`src/design/fmp_pkg.sv`:
```
// Shared constants and types for the Fibonacci-modulo-Pisano unit.
// No dependencies; used by the interfaces, controller, datapath and top level.
package fmp_pkg;

  localparam int MOD_BITS = 16;                 // modulus bits actually used
  localparam int IDX_W    = 63;                 // index field width
  localparam int MOD_IN_W = 16;                 // modulus field width
  localparam int RES_W    = 16;                 // residue field width
  localparam int PER_W    = MOD_BITS + 3;       // holds 6*m, the period bound
  localparam int DIVC_W   = $clog2(IDX_W + 1);  // serial divider bit counter

  // Commands from the controller to the datapath.
  typedef struct packed {
    logic load;       // capture an input transaction, seed the pair
    logic per_step;   // one period-search step
    logic div_step;   // one bit of n mod period
    logic fib_step;   // one recurrence step, count down
    logic res_load;   // move the answer into the output register
  } cmd_t;

  // Status from the datapath to the controller.
  typedef struct packed {
    logic m_small;    // modulus below two, answer is zero
    logic per_end;    // this search step finishes the period or reaches the bound
    logic div_last;   // this is the last division bit
    logic k_zero;     // reduced index count has run out
    logic out_free;   // output register can take a result this cycle
  } sts_t;

  typedef enum logic [5:0] {
    S_IDLE   = 6'b000001,
    S_SETUP  = 6'b000010,
    S_PERIOD = 6'b000100,
    S_DIV    = 6'b001000,
    S_FIB    = 6'b010000,
    S_DONE   = 6'b100000
  } state_t;

endpackage

```
`src/design/fmp_if.sv`:
```
// Valid/ready channel interfaces for the Fibonacci-modulo-Pisano unit.
// Depends on fmp_pkg for the field widths.
interface fmp_in_if;
  logic                          valid;
  logic                          ready;
  logic [fmp_pkg::IDX_W-1:0]     index_n;
  logic [fmp_pkg::MOD_IN_W-1:0]  modulus;

  modport source (output valid, output index_n, output modulus, input ready);
  modport sink   (input valid, input index_n, input modulus, output ready);
endinterface

interface fmp_out_if;
  logic                       valid;
  logic                       ready;
  logic [fmp_pkg::RES_W-1:0]  residue;

  modport source (output valid, output residue, input ready);
  modport sink   (input valid, input residue, output ready);
endinterface

```
`src/design/fmp_ctrl.sv`:
```
// Sequencing state machine for the Fibonacci-modulo-Pisano unit.
// Depends on fmp_pkg; drives fmp_dp through cmd_t, reads sts_t.
module fmp_ctrl (
  input  logic           clk,
  input  logic           rst_n,
  input  logic           in_valid,
  output logic           in_ready,
  input  fmp_pkg::sts_t  sts,
  output fmp_pkg::cmd_t  cmd
);

  fmp_pkg::state_t state_r, state_nxt;

  always_comb begin
    state_nxt = state_r;
    cmd       = '0;
    in_ready  = 1'b0;
    unique case (state_r)
      fmp_pkg::S_IDLE: begin
        in_ready = 1'b1;
        if (in_valid) begin
          cmd.load  = 1'b1;
          state_nxt = fmp_pkg::S_SETUP;
        end
      end
      fmp_pkg::S_SETUP: begin
        state_nxt = sts.m_small ? fmp_pkg::S_DONE : fmp_pkg::S_PERIOD;
      end
      fmp_pkg::S_PERIOD: begin
        cmd.per_step = 1'b1;
        if (sts.per_end) state_nxt = fmp_pkg::S_DIV;
      end
      fmp_pkg::S_DIV: begin
        cmd.div_step = 1'b1;
        if (sts.div_last) state_nxt = fmp_pkg::S_FIB;
      end
      fmp_pkg::S_FIB: begin
        if (sts.k_zero) state_nxt = fmp_pkg::S_DONE;
        else            cmd.fib_step = 1'b1;
      end
      fmp_pkg::S_DONE: begin
        if (sts.out_free) begin
          cmd.res_load = 1'b1;
          state_nxt    = fmp_pkg::S_IDLE;
        end
      end
      default: state_nxt = fmp_pkg::S_IDLE;
    endcase
  end

  always_ff @(posedge clk) begin
    if (!rst_n) state_r <= fmp_pkg::S_IDLE;
    else        state_r <= state_nxt;
  end

  // Only one datapath operation per cycle.
  a_cmd_excl: assert property (@(posedge clk) disable iff (!rst_n)
    $onehot0({cmd.load, cmd.per_step, cmd.div_step, cmd.fib_step, cmd.res_load}))
    else $error("fmp_ctrl: overlapping datapath commands");

  // A small modulus never enters the period search.
  a_small_skip: assert property (@(posedge clk) disable iff (!rst_n)
    (state_r == fmp_pkg::S_SETUP && sts.m_small) |=> state_r == fmp_pkg::S_DONE)
    else $error("fmp_ctrl: small modulus not short-cut");

  // After the last division bit the recurrence stage follows.
  a_div_to_fib: assert property (@(posedge clk) disable iff (!rst_n)
    (cmd.div_step && sts.div_last) |=> state_r == fmp_pkg::S_FIB)
    else $error("fmp_ctrl: division end missed");

endmodule

```
`src/design/fmp_dp.sv`:
```
// Datapath of the Fibonacci-modulo-Pisano unit: pair registers, period
// counter, serial divider and output register. Depends on fmp_pkg.
module fmp_dp (
  input  logic                          clk,
  input  logic                          rst_n,
  input  fmp_pkg::cmd_t                 cmd,
  output fmp_pkg::sts_t                 sts,
  input  logic [fmp_pkg::IDX_W-1:0]     in_index_n,
  input  logic [fmp_pkg::MOD_IN_W-1:0]  in_modulus,
  output logic                          out_valid,
  input  logic                          out_ready,
  output logic [fmp_pkg::RES_W-1:0]     out_residue
);

  logic [fmp_pkg::MOD_BITS-1:0] m_r, m_nxt, lo_r, lo_nxt, hi_r, hi_nxt;
  logic [fmp_pkg::MOD_BITS-1:0] mod_in, sum_mod;
  logic [fmp_pkg::MOD_BITS:0]   sum;
  logic [fmp_pkg::PER_W-1:0]    cnt_r, cnt_nxt, bound_r, bound_nxt, rem_r, rem_nxt;
  logic [fmp_pkg::PER_W-1:0]    cnt_inc;
  logic [fmp_pkg::PER_W:0]      rem_sh;
  logic [fmp_pkg::IDX_W-1:0]    n_r, n_nxt;
  logic [fmp_pkg::DIVC_W-1:0]   bit_r, bit_nxt;
  logic [fmp_pkg::RES_W-1:0]    res_r, res_nxt;
  logic                         out_valid_r, out_valid_nxt;

  // Modular add by one conditional subtraction.
  assign sum     = {1'b0, lo_r} + {1'b0, hi_r};
  assign sum_mod = (sum >= {1'b0, m_r}) ? fmp_pkg::MOD_BITS'(sum - {1'b0, m_r})
                                        : fmp_pkg::MOD_BITS'(sum);
  assign cnt_inc = cnt_r + fmp_pkg::PER_W'(1);
  assign mod_in  = fmp_pkg::MOD_BITS'(in_modulus);
  // Restoring division, one quotient bit per cycle.
  assign rem_sh  = {rem_r, n_r[fmp_pkg::IDX_W-1]};

  always_comb begin
    sts.m_small  = (m_r < fmp_pkg::MOD_BITS'(2));
    sts.per_end  = (hi_r == '0 && sum_mod == fmp_pkg::MOD_BITS'(1)) || (cnt_inc >= bound_r);
    sts.div_last = (bit_r == fmp_pkg::DIVC_W'(1));
    sts.k_zero   = (rem_r == '0);
    sts.out_free = !out_valid_r || out_ready;
  end

  always_comb begin
    m_nxt         = m_r;
    lo_nxt        = lo_r;
    hi_nxt        = hi_r;
    cnt_nxt       = cnt_r;
    bound_nxt     = bound_r;
    rem_nxt       = rem_r;
    n_nxt         = n_r;
    bit_nxt       = bit_r;
    res_nxt       = res_r;
    out_valid_nxt = out_ready ? 1'b0 : out_valid_r;
    if (cmd.load) begin
      m_nxt     = mod_in;
      lo_nxt    = '0;
      hi_nxt    = fmp_pkg::MOD_BITS'(1);
      cnt_nxt   = '0;
      bound_nxt = fmp_pkg::PER_W'({mod_in, 2'b00}) + fmp_pkg::PER_W'({mod_in, 1'b0});
      rem_nxt   = '0;
      n_nxt     = in_index_n;
      bit_nxt   = fmp_pkg::DIVC_W'(fmp_pkg::IDX_W);
    end
    if (cmd.per_step || cmd.fib_step) begin
      lo_nxt = hi_r;
      hi_nxt = sum_mod;
    end
    if (cmd.per_step) cnt_nxt = cnt_inc;
    if (cmd.div_step) begin
      rem_nxt = (rem_sh >= {1'b0, cnt_r}) ? fmp_pkg::PER_W'(rem_sh - {1'b0, cnt_r})
                                          : fmp_pkg::PER_W'(rem_sh);
      n_nxt   = {n_r[fmp_pkg::IDX_W-2:0], 1'b0};
      bit_nxt = bit_r - fmp_pkg::DIVC_W'(1);
      // reseed the pair for the recurrence
      lo_nxt  = '0;
      hi_nxt  = fmp_pkg::MOD_BITS'(1);
    end
    if (cmd.fib_step) rem_nxt = rem_r - fmp_pkg::PER_W'(1);
    if (cmd.res_load) begin
      res_nxt       = sts.m_small ? '0 : fmp_pkg::RES_W'(lo_r);
      out_valid_nxt = 1'b1;
    end
  end

  always_ff @(posedge clk) begin
    if (!rst_n) out_valid_r <= 1'b0;
    else        out_valid_r <= out_valid_nxt;
  end

  always_ff @(posedge clk) begin
    m_r     <= m_nxt;
    lo_r    <= lo_nxt;
    hi_r    <= hi_nxt;
    cnt_r   <= cnt_nxt;
    bound_r <= bound_nxt;
    rem_r   <= rem_nxt;
    n_r     <= n_nxt;
    bit_r   <= bit_nxt;
    res_r   <= res_nxt;
  end

  assign out_valid   = out_valid_r;
  assign out_residue = res_r;

  // Pair stays reduced while the search runs.
  a_pair_reduced: assert property (@(posedge clk) disable iff (!rst_n)
    cmd.per_step |-> (lo_r < m_r && hi_r < m_r))
    else $error("fmp_dp: pair left [0, m)");

  // The search never runs past 6m.
  a_bound: assert property (@(posedge clk) disable iff (!rst_n)
    cmd.per_step |-> cnt_r < bound_r)
    else $error("fmp_dp: period search past bound");

  // Partial remainder stays below the period.
  a_rem_range: assert property (@(posedge clk) disable iff (!rst_n)
    cmd.div_step |-> (rem_r < cnt_r))
    else $error("fmp_dp: remainder out of range");

  // A result is only written into a free output register.
  a_no_overwrite: assert property (@(posedge clk) disable iff (!rst_n)
    cmd.res_load |-> (!out_valid_r || out_ready))
    else $error("fmp_dp: output register overwritten");

endmodule

```
`src/design/fibonacci_mod_pisano_unit.sv`:
```
// Top level of the Fibonacci-modulo-Pisano unit: F(n) mod m.
// Depends on fmp_pkg, fmp_if, fmp_ctrl and fmp_dp.
//
//   channel  dir  handshake            payload
//   in_ch    in   valid/ready          index_n[62:0], modulus[15:0]
//   out_ch   out  valid/ready          residue[15:0]
//
// Each transaction passes through idle (accept), setup, period search, the
// bit-serial reduction of n mod P, the recurrence with its count-exhausted
// check, and done, where P is the Pisano period of m (P <= 6m); a modulus
// below two goes from setup straight to done. The period search and the
// recurrence share one modular adder, one step a cycle.
// Reset (synchronous, rst_n low) returns the controller to idle and empties
// the output register; the other registers are not reset, and each accepted input reloads the working registers.
// in_ch.ready is high only when idle. A result waiting in the output register
// does not block the next input transaction; only a second finished result
// waits in the done state until out_ch.ready frees the register.
module fibonacci_mod_pisano_unit (
  input  logic         clk,
  input  logic         rst_n,
  fmp_in_if.sink       in_ch,
  fmp_out_if.source    out_ch
);

  fmp_pkg::cmd_t cmd;
  fmp_pkg::sts_t sts;

  // Sequencer: idle -> setup -> period search -> reduction -> recurrence -> done (setup -> done if m < 2)
  fmp_ctrl u_ctrl (
    .clk      (clk),
    .rst_n    (rst_n),
    .in_valid (in_ch.valid),
    .in_ready (in_ch.ready),
    .sts      (sts),
    .cmd      (cmd)
  );

  // Arithmetic and the output register
  fmp_dp u_dp (
    .clk         (clk),
    .rst_n       (rst_n),
    .cmd         (cmd),
    .sts         (sts),
    .in_index_n  (in_ch.index_n),
    .in_modulus  (in_ch.modulus),
    .out_valid   (out_ch.valid),
    .out_ready   (out_ch.ready),
    .out_residue (out_ch.residue)
  );

endmodule
```
`src/flat_wrapper.sv`:
```
// flat-port wrapper written by rule: the top's interface ports become plain ports
module fibonacci_mod_pisano_unit_flat 
  (clk, rst_n, in_ch_valid, in_ch_index_n, in_ch_modulus, in_ch_ready, out_ch_valid, out_ch_residue, out_ch_ready);
  fmp_in_if in_ch_i ();
  fmp_out_if out_ch_i ();
  input  logic clk;
  input  logic rst_n;
  input wire logic [$bits(in_ch_i.valid)-1:0] in_ch_valid;
  input wire logic [$bits(in_ch_i.index_n)-1:0] in_ch_index_n;
  input wire logic [$bits(in_ch_i.modulus)-1:0] in_ch_modulus;
  output wire logic [$bits(in_ch_i.ready)-1:0] in_ch_ready;
  output wire logic [$bits(out_ch_i.valid)-1:0] out_ch_valid;
  output wire logic [$bits(out_ch_i.residue)-1:0] out_ch_residue;
  input wire logic [$bits(out_ch_i.ready)-1:0] out_ch_ready;
  assign in_ch_i.valid = in_ch_valid;
  assign in_ch_i.index_n = in_ch_index_n;
  assign in_ch_i.modulus = in_ch_modulus;
  assign in_ch_ready = in_ch_i.ready;
  assign out_ch_valid = out_ch_i.valid;
  assign out_ch_residue = out_ch_i.residue;
  assign out_ch_i.ready = out_ch_ready;
  fibonacci_mod_pisano_unit u_core (.clk(clk), .rst_n(rst_n), .in_ch(in_ch_i), .out_ch(out_ch_i));
endmodule
```
`config.mk`:
```
export PLATFORM = sky130hd
export DESIGN_NAME = fibonacci_mod_pisano_unit_flat
export DESIGN_NICKNAME = d
export VERILOG_FILES = /design/src/design/fmp_pkg.sv /design/src/design/fmp_if.sv /design/src/design/fmp_ctrl.sv /design/src/design/fmp_dp.sv /design/src/design/fibonacci_mod_pisano_unit.sv /design/src/flat_wrapper.sv
export SDC_FILE = /design/constraint.sdc
export NUM_CORES = 1
export LEC_CHECK = 0
export BUFFER_PORTS_ARGS = -buffer_cell sky130_fd_sc_hd__buf_2
export CELL_PAD_IN_SITES_DETAIL_PLACEMENT = 2
export CELL_PAD_IN_SITES_GLOBAL_PLACEMENT = 2
export CORE_MARGIN = 2
export CORE_UTILIZATION = 43
export DETAILED_ROUTE_END_ITERATION = 10
export GPL_TIMING_DRIVEN = 0
export PLACE_DENSITY_LB_ADDON = 0.1
export SLEW_MARGIN = 20
export SYNTH_ARGS = -nofsm -noshare
export SYNTH_HDL_FRONTEND = slang
export SYNTH_SLANG_ARGS = --single-unit
```
`constraint.sdc`:
```
create_clock -name clk -period 7.45 [get_ports clk]
set_input_delay 0.3725 -clock clk [delete_from_list [all_inputs] [get_ports clk]]
set_output_delay 0.3725 -clock clk [all_outputs]
set_load 0.02 [all_outputs]
```
==> impl_metrics.toml, run 1 <==
[status]
status = "finished clean"

[pwr]
power-per-cell-area_mw_per_mm2 = 225
power_uw = 3150
p_leak_uw = 0.00558
ir_worst_vdd_mv = 0.168

[route]
wire_per_inst_um = 23.2
viasPerCell = 5.87
wl_met1_um = 16700
highest_layer = "met4"
antenna_left = 0
vias = 10000
drt_first_pass_iters = 5
wl_met2_um = 20900
drtIter0Drc = 484
drc = 0
met3_length_um = 1190
drt_wl_total_um = 39700

[timing]
worstMarginPinSlew_ns = 0.926
max_freq_ghz = 0.189
holdWs_ns = 0.137
period_share = 0.709
hold_viol = 0
slew_viol_final = 0
fin_crit_ns = 5.28
rsz0062_at_grt = "no"
skew_ns = 0.0155
relSlewSlack = 0.381
final-setup-viol-count = 0
tns_ns = 0

[floorplan]
dieArea_mm2 = 0.0301
core-area_mm2 = 0.0285
row_count = 62
die_h_um = 173
start_util = 0.434
io_pins = 101
fp.dieW_um = 173

[logic_synthesis]
yosys.area_share.simple = 0.146
synthMuxAreaShare = 0.0166
synthFlopType = "edfxtp_1"
asyncSetResetFlopFracSynth = 0
synth_top_family_by_area = "compound AO/OA/AOI/OAI gates"
synth_fa_ha_area_frac = 0.0987
avgSynthCellArea_um2 = 10.4
synthCells = 1189
ys_ff_latch = 195
synth_fp_nets = 1367
synth_compound_area_frac = 0.196
synthDistinctLibCells = 82
synth_edf_count = 155
synth-xor-area-share = 0.0575
yosysSeqAreaShare = 0.442
netlist_area_mm2 = 0.0123
yosysWarningCount = 0

[worst_setup_path]
endpoint_kind = "register"
path_class = "register to register"
arrival_ns = 5.59
worst_ep_required_time_ns = 7.76
cp-start-kind = "register"
path_max_fanout = 8

[cells_and_area]
syn_to_final_growth_pct = 13.1
design_area_mm2 = 0.0140
nNetsFinal = 1488
nFillCells = 3035
final_layout_size_suffix_gt1_frac = 0.145

[global_route]
grt_max_degree = 58
grt_pass1_vias = 11100
grt_pass1_wl_um = 62200
grtUsageTotal = 0.264
grt_overflow_total = 0
antenna_found_initial = 2

[place]
place_area_mm2 = 0.0134
gp_congestion = 0.837
place.port_buffers = 100
place_hpwl_um = 29900

[cts]
ctsLongestPathBuffers = 2
htree_levels = 4
hold_buffers = 0
numCtsBuffers = 17
cts_tree = "yes"
insertion_delay_ns = 0.46
clockRootBuffer = "clkbuf_16"
postCtsSetupRepairBufs = 0
cts_resized = 0
clock-sinks = 195
cts.clk_slew.worst_paths_ns = 0.08

[min_path]
worstHoldPathType = "primary input to register"

[flow_run]
maxCapViolCount = 0
[per-stage QoR]
stage	std cells	setup WS [ns]	utilization
detailed placement	1675	2.44	0.470
global route	1709	1.93	0.490
CTS	1707	2.28	0.490
global placement	1673	2.46	0.468
floorplan	1189	3.30	-
finish	1709	2.17	0.490
[cells in the final DEF (no fill, tap or decap), types with 40 or more instances in the layout]
cell type	netlist	routed
buf_2	8	109
a21oi_1	58	58
a22o_1	62	62
ha_1	91	91
xnor2_1	67	67
dfxtp_1	40	40
edfxtp_1	155	155
inv_1	93	93
nor2_1	77	77
nand2_1	65	64
[state kept, by name (all words and copies together) (netlist names)]
signal	flops
u_core.u_dp.n_r	63
u_core.u_dp.out_residue	16
u_core.u_dp.cnt_r	19
u_core.u_dp.hi_r	16
u_core.u_ctrl.state_r	6
u_core.u_dp.bound_r	17
u_core.u_dp.out_valid	1
u_core.u_dp.lo_r	16
u_core.u_dp.bit_r	6
u_core.u_dp.m_r	16
u_core.u_dp.rem_r	19
[routing by layer]
metal,vias up,global-route usage
met4,0,0.0798
met1,5097,0.318
li1,4709,-
met2,173,0.487
met3,54,0.0377
met5,-,0
[cell families after synthesis]
kind of cell | count (synthesis)
muxes | 19
adders and majority gates | 95
xor gates and xnor gates | 81
AOI/OAI and AO/OA | 322
buffers and inverters | 132
and+or+nand+nor | 345
DFF | 195
[cell usage after synthesis, types with 5 or more instances]
master | count | area share
ha_1 | 91 | 0.092
dfxtp_1 | 40 | 0.065
a21o_1 | 16 | 0.0097
buf_2 | 8 | 0.0032
xor2_1 | 14 | 0.0099
o31ai_1 | 7 | 0.0043
or4_1 | 5 | 0.0030
a21oi_1 | 58 | 0.024
a211oi_1 | 7 | 0.0043
xnor2_1 | 67 | 0.048
and2_1 | 39 | 0.020
a22oi_1 | 24 | 0.015
nor3_1 | 30 | 0.012
nor2b_1 | 14 | 0.0071
or2_2 | 7 | 0.0035
o21a_1 | 14 | 0.0085
buf_1 | 7 | 0.0021
o211ai_1 | 11 | 0.0067
nand2b_1 | 11 | 0.0056
nor2_1 | 77 | 0.023
clkbuf_1 | 18 | 0.0055
inv_1 | 93 | 0.028
nand4_1 | 16 | 0.0081
a31oi_1 | 5 | 0.0025
or3_1 | 5 | 0.0025
and3_1 | 9 | 0.0046
edfxtp_1 | 155 | 0.38
a22o_1 | 62 | 0.044
o21ai_0 | 30 | 0.012
mux2i_1 | 16 | 0.013
nand3_1 | 29 | 0.012
o22ai_1 | 16 | 0.0081
o21bai_1 | 6 | 0.0036
nand2_1 | 65 | 0.020
nor4_1 | 19 | 0.0096
o21ai_1 | 8 | 0.0032
[cell type report]
class / count / area (um2) / share of cell area
multi-input combinational: 862 / 6370 / 0.456
sequential: 195 / 5460 / 0.391
timing repair buffer: 102 / 548 / 0.0393
clock buffer: 22 / 485 / 0.0348
tap: 384 / 480 / 0.0344
inverter: 95 / 357 / 0.0255
buffer: 37 / 180 / 0.0129
clock inverter: 10 / 83.8 / 0.00600
antenna: 2 / 5.00 / 0.000358
[path summary, 6_finish.rpt]
check	from	to	slack (ns)	cells after the start
setup / recovery	u_core.u_dp.hi_r[0]	u_core.u_ctrl.state_r[2]	2.17	16
hold / removal	in_ch_modulus[13]	u_core.u_dp.m_r[13]	0.14	1
setup reg to reg	u_core.u_dp.hi_r[0]	u_core.u_ctrl.state_r[2]	2.17	16
hold reg to reg	u_core.u_dp.n_r[0]	u_core.u_dp.n_r[0]	0.49	2
[power breakdown]
group	internal, uW	total, uW	switching (uW)
logic	315	809	494
registers	1330	1420	82.0
clock network	475	921	446
total	2120	3150	1020
[worst max-delay path, cell delays in order (launching register included)]
cell and delay (ns):
dfxtp_1 0.35, ha_1 0.24, fa_1 0.44, a211oi_2 0.34
o21ai_2 0.18, a311oi_1 0.51, nand2_1 0.16, xnor2_1 0.31
inv_1 0.10, ha_1 0.42, nand2_1 0.08, o211ai_1 0.48
o311a_1 0.37, o21ai_1 0.13, nor4_1 0.68, o2111a_1 0.28
a211oi_2 0.06
Power figures use the tool's default switching activity.
==> run 2, diff against run 1 <==
--- a/config.mk
+++ b/config.mk
@@ -9,7 +9,7 @@
 export CELL_PAD_IN_SITES_DETAIL_PLACEMENT = 2
 export CELL_PAD_IN_SITES_GLOBAL_PLACEMENT = 2
 export CORE_MARGIN = 2
-export CORE_UTILIZATION = 43
+export CORE_UTILIZATION = 40
 export DETAILED_ROUTE_END_ITERATION = 10
 export GPL_TIMING_DRIVEN = 0
 export PLACE_DENSITY_LB_ADDON = 0.1
==> constraint.sdc (replaced) <==
create_clock -name clk -period 5.1 [get_ports clk]
set_input_delay 0.255 -clock clk [delete_from_list [all_inputs] [get_ports clk]]
set_output_delay 0.255 -clock clk [all_outputs]
set_load 0.02 [all_outputs]
==> impl_metrics.toml, run 2 (synthesis results as in run 1) <==
[status]
status = "finished clean"

[cts]
clockRootBuffer = "clkbuf_16"
cts.clk_slew.worst_paths_ns = 0.07
clock-sinks = 195
htree_levels = 4
insertion_delay_ns = 0.45
ctsLongestPathBuffers = 2
numCtsBuffers = 17
cts_tree = "yes"

[floorplan]
row_count = 64
start_util = 0.405
die_h_um = 180
fp.dieW_um = 180
dieArea_mm2 = 0.0323
io_pins = 101
core-area_mm2 = 0.0305

[worst_setup_path]
crit_slowest_cell = "nor4_2"
cp-start-kind = "register"
max_stage_delay_ns = 0.54
crit_chain = "ha_1 > fa_2 > a211oi_4 > o21ai_2 > a21oi_4 > nor2_2 > o21a_1 > o311a_1 > ha_1 > buf_2 > a21oi_1 > o211ai_1 > o311a_1 > o21ai_1 > nor4_2 > o2111a_1 > a211oi_2"
cp_num_buf_inv = 1
path_class = "register to register"
worst_ep_required_time_ns = 5.40
path_max_fanout = 8
crit_family = "compound AO/OA/AOI/OAI gates"
endpoint_kind = "register"
arrival_ns = 5.17

[cells_and_area]
top_regs = "u_core.u_dp.n_r: 63 flops, u_core.u_dp.cnt_r: 19 flops, u_core.u_dp.rem_r: 19 flops"
layout.cells.most_common = "edfxtp_1"
syn_to_final_growth_pct = 13.6
nNetsFinal = 1490
multiInputGateArea_mm2 = 0.00639
nFillCells = 3255
final_cell_mix = "edfxtp_1 (155), buf_2 (109), inv_1 (93)"
largest_reg_flops = 63
regMostFlops = "u_core.u_dp.n_r"
register_area_mm2 = 0.00546
final_layout_size_suffix_gt1_frac = 0.150

[global_route]
grtUsageTotal = 0.236
grt_pass1_vias = 10800
grt_max_degree = 57
grt_overflow_total = 0
antenna_found_initial = 1
grt_pass1_wl_um = 60900

[route]
drc = 0
viasPerCell = 5.76
drt_wl_total_um = 37700
drtIter0Drc = 542
vias = 9918
drt_first_pass_iters = 4
antenna_left = 0
wire_per_inst_um = 21.9

[place]
dp_slack_ns = -0.0487
place.port_buffers = 100
gp_congestion = 0.846
place_hpwl_um = 28600

[timing]
layout_setup_ws_ns = 0.228
max_freq_ghz = 0.205
hold_viol = 0
relSlewSlack = 0.297
fin_crit_ns = 4.87
slew_viol_final = 0
skew_ns = 0.0134
final-setup-viol-count = 0
period_share = 0.955
worstMarginPinSlew_ns = 1.05
rsz0062_at_grt = "no"

[pwr]
p_leak_uw = 0.00559
power-per-cell-area_mw_per_mm2 = 326
ir_worst_vdd_mv = 0.203
power_uw = 4570

[flow_run]
maxCapViolCount = 0

[min_path]
worstHoldPathType = "primary input to register"
## run 2: cell types whose count changed in the layout (fill, tap and decap cells not counted), sizes merged
| cell | change |
|---|---|
| buf | +2 |
| clkbuf | -4 |
| clkinv | +7 |
| diode | -1 |
| inv | -3 |
## run 2: layout make-up
| type | instances | area share |
|---|---|---|
| buffer | 37 | 0.0128 |
| clock buffer | 18 | 0.0306 |
| tap | 396 | 0.0353 |
| clock inverter | 14 | 0.0108 |
| sequential | 195 | 0.389 |
| inverter | 95 | 0.0254 |
| multi-input combinational | 862 | 0.456 |
| antenna | 1 | 0.000178 |
| timing repair buffer | 104 | 0.0401 |
## run 2: stage by stage
| step | utilization | TNS [ns] | area, um2 | instances | hold WS (ns) |
|---|---|---|---|---|---|
| 2_1_floorplan | - | 0 | 12300 | 1189 | 0.354 |
| 3_3_place_gp | 0.437 | 0 | 13300 | 1685 | 0.449 |
| 3_5_place_dp | 0.439 | -0.0487 | 13400 | 1687 | 0.470 |
| 4_1_cts | 0.458 | 0 | 14000 | 1719 | 0.0107 |
| 5_1_grt | 0.460 | 0 | 14000 | 1722 | 0.0196 |
| 6_report | 0.460 | 0 | 14000 | 1722 | 0.0265 |
## run 2: worst reg2reg max path: stages (launching register included)
cell and delay (ns):
dfxtp_1 0.36, ha_1 0.26, fa_2 0.40, a211oi_4 0.30, o21ai_2 0.16, a21oi_4 0.23, nor2_2 0.05, o21a_1 0.16
o311a_1 0.36, ha_1 0.30, buf_2 0.18, a21oi_1 0.11, o211ai_1 0.50, o311a_1 0.34, o21ai_1 0.14, nor4_2 0.54
o2111a_1 0.27, a211oi_2 0.05
## run 2: metal layers
metal | up-vias | global-route usage | share of wire
li1 | 4704 | - | -
met1 | 5088 | 0.305 | 0.45
met2 | 96 | 0.418 | 0.51
met3 | 30 | 0.0344 | 0.023
met4 | 0 | 0.0530 | 0.012
met5 | - | 0 | 0
## run 2: power by group
part	internal (uW)	total (uW)	switching, uW
clock network	653	1340	687
registers	1950	2060	116
logic	458	1160	704
## run 2: final timing paths
kind	start	to	slack, ns	cells after the start
max reg2reg	u_core.u_dp.hi_r[0]	u_core.u_ctrl.state_r[2]	0.23	17
max	u_core.u_dp.hi_r[0]	u_core.u_ctrl.state_r[2]	0.23	17
min reg2reg	u_core.u_dp.n_r[0]	u_core.u_dp.n_r[0]	0.53	2
min	in_ch_modulus[0]	u_core.u_dp.m_r[0]	0.03	1
## run 2: timing repair
item	CTS	global route
endpoints found under the setup margin	3	8
hold buffers	0	0
buffers inserted	0	2
pin swaps	0	3
endpoints found under the hold margin	0	0
gates resized for setup	2	4
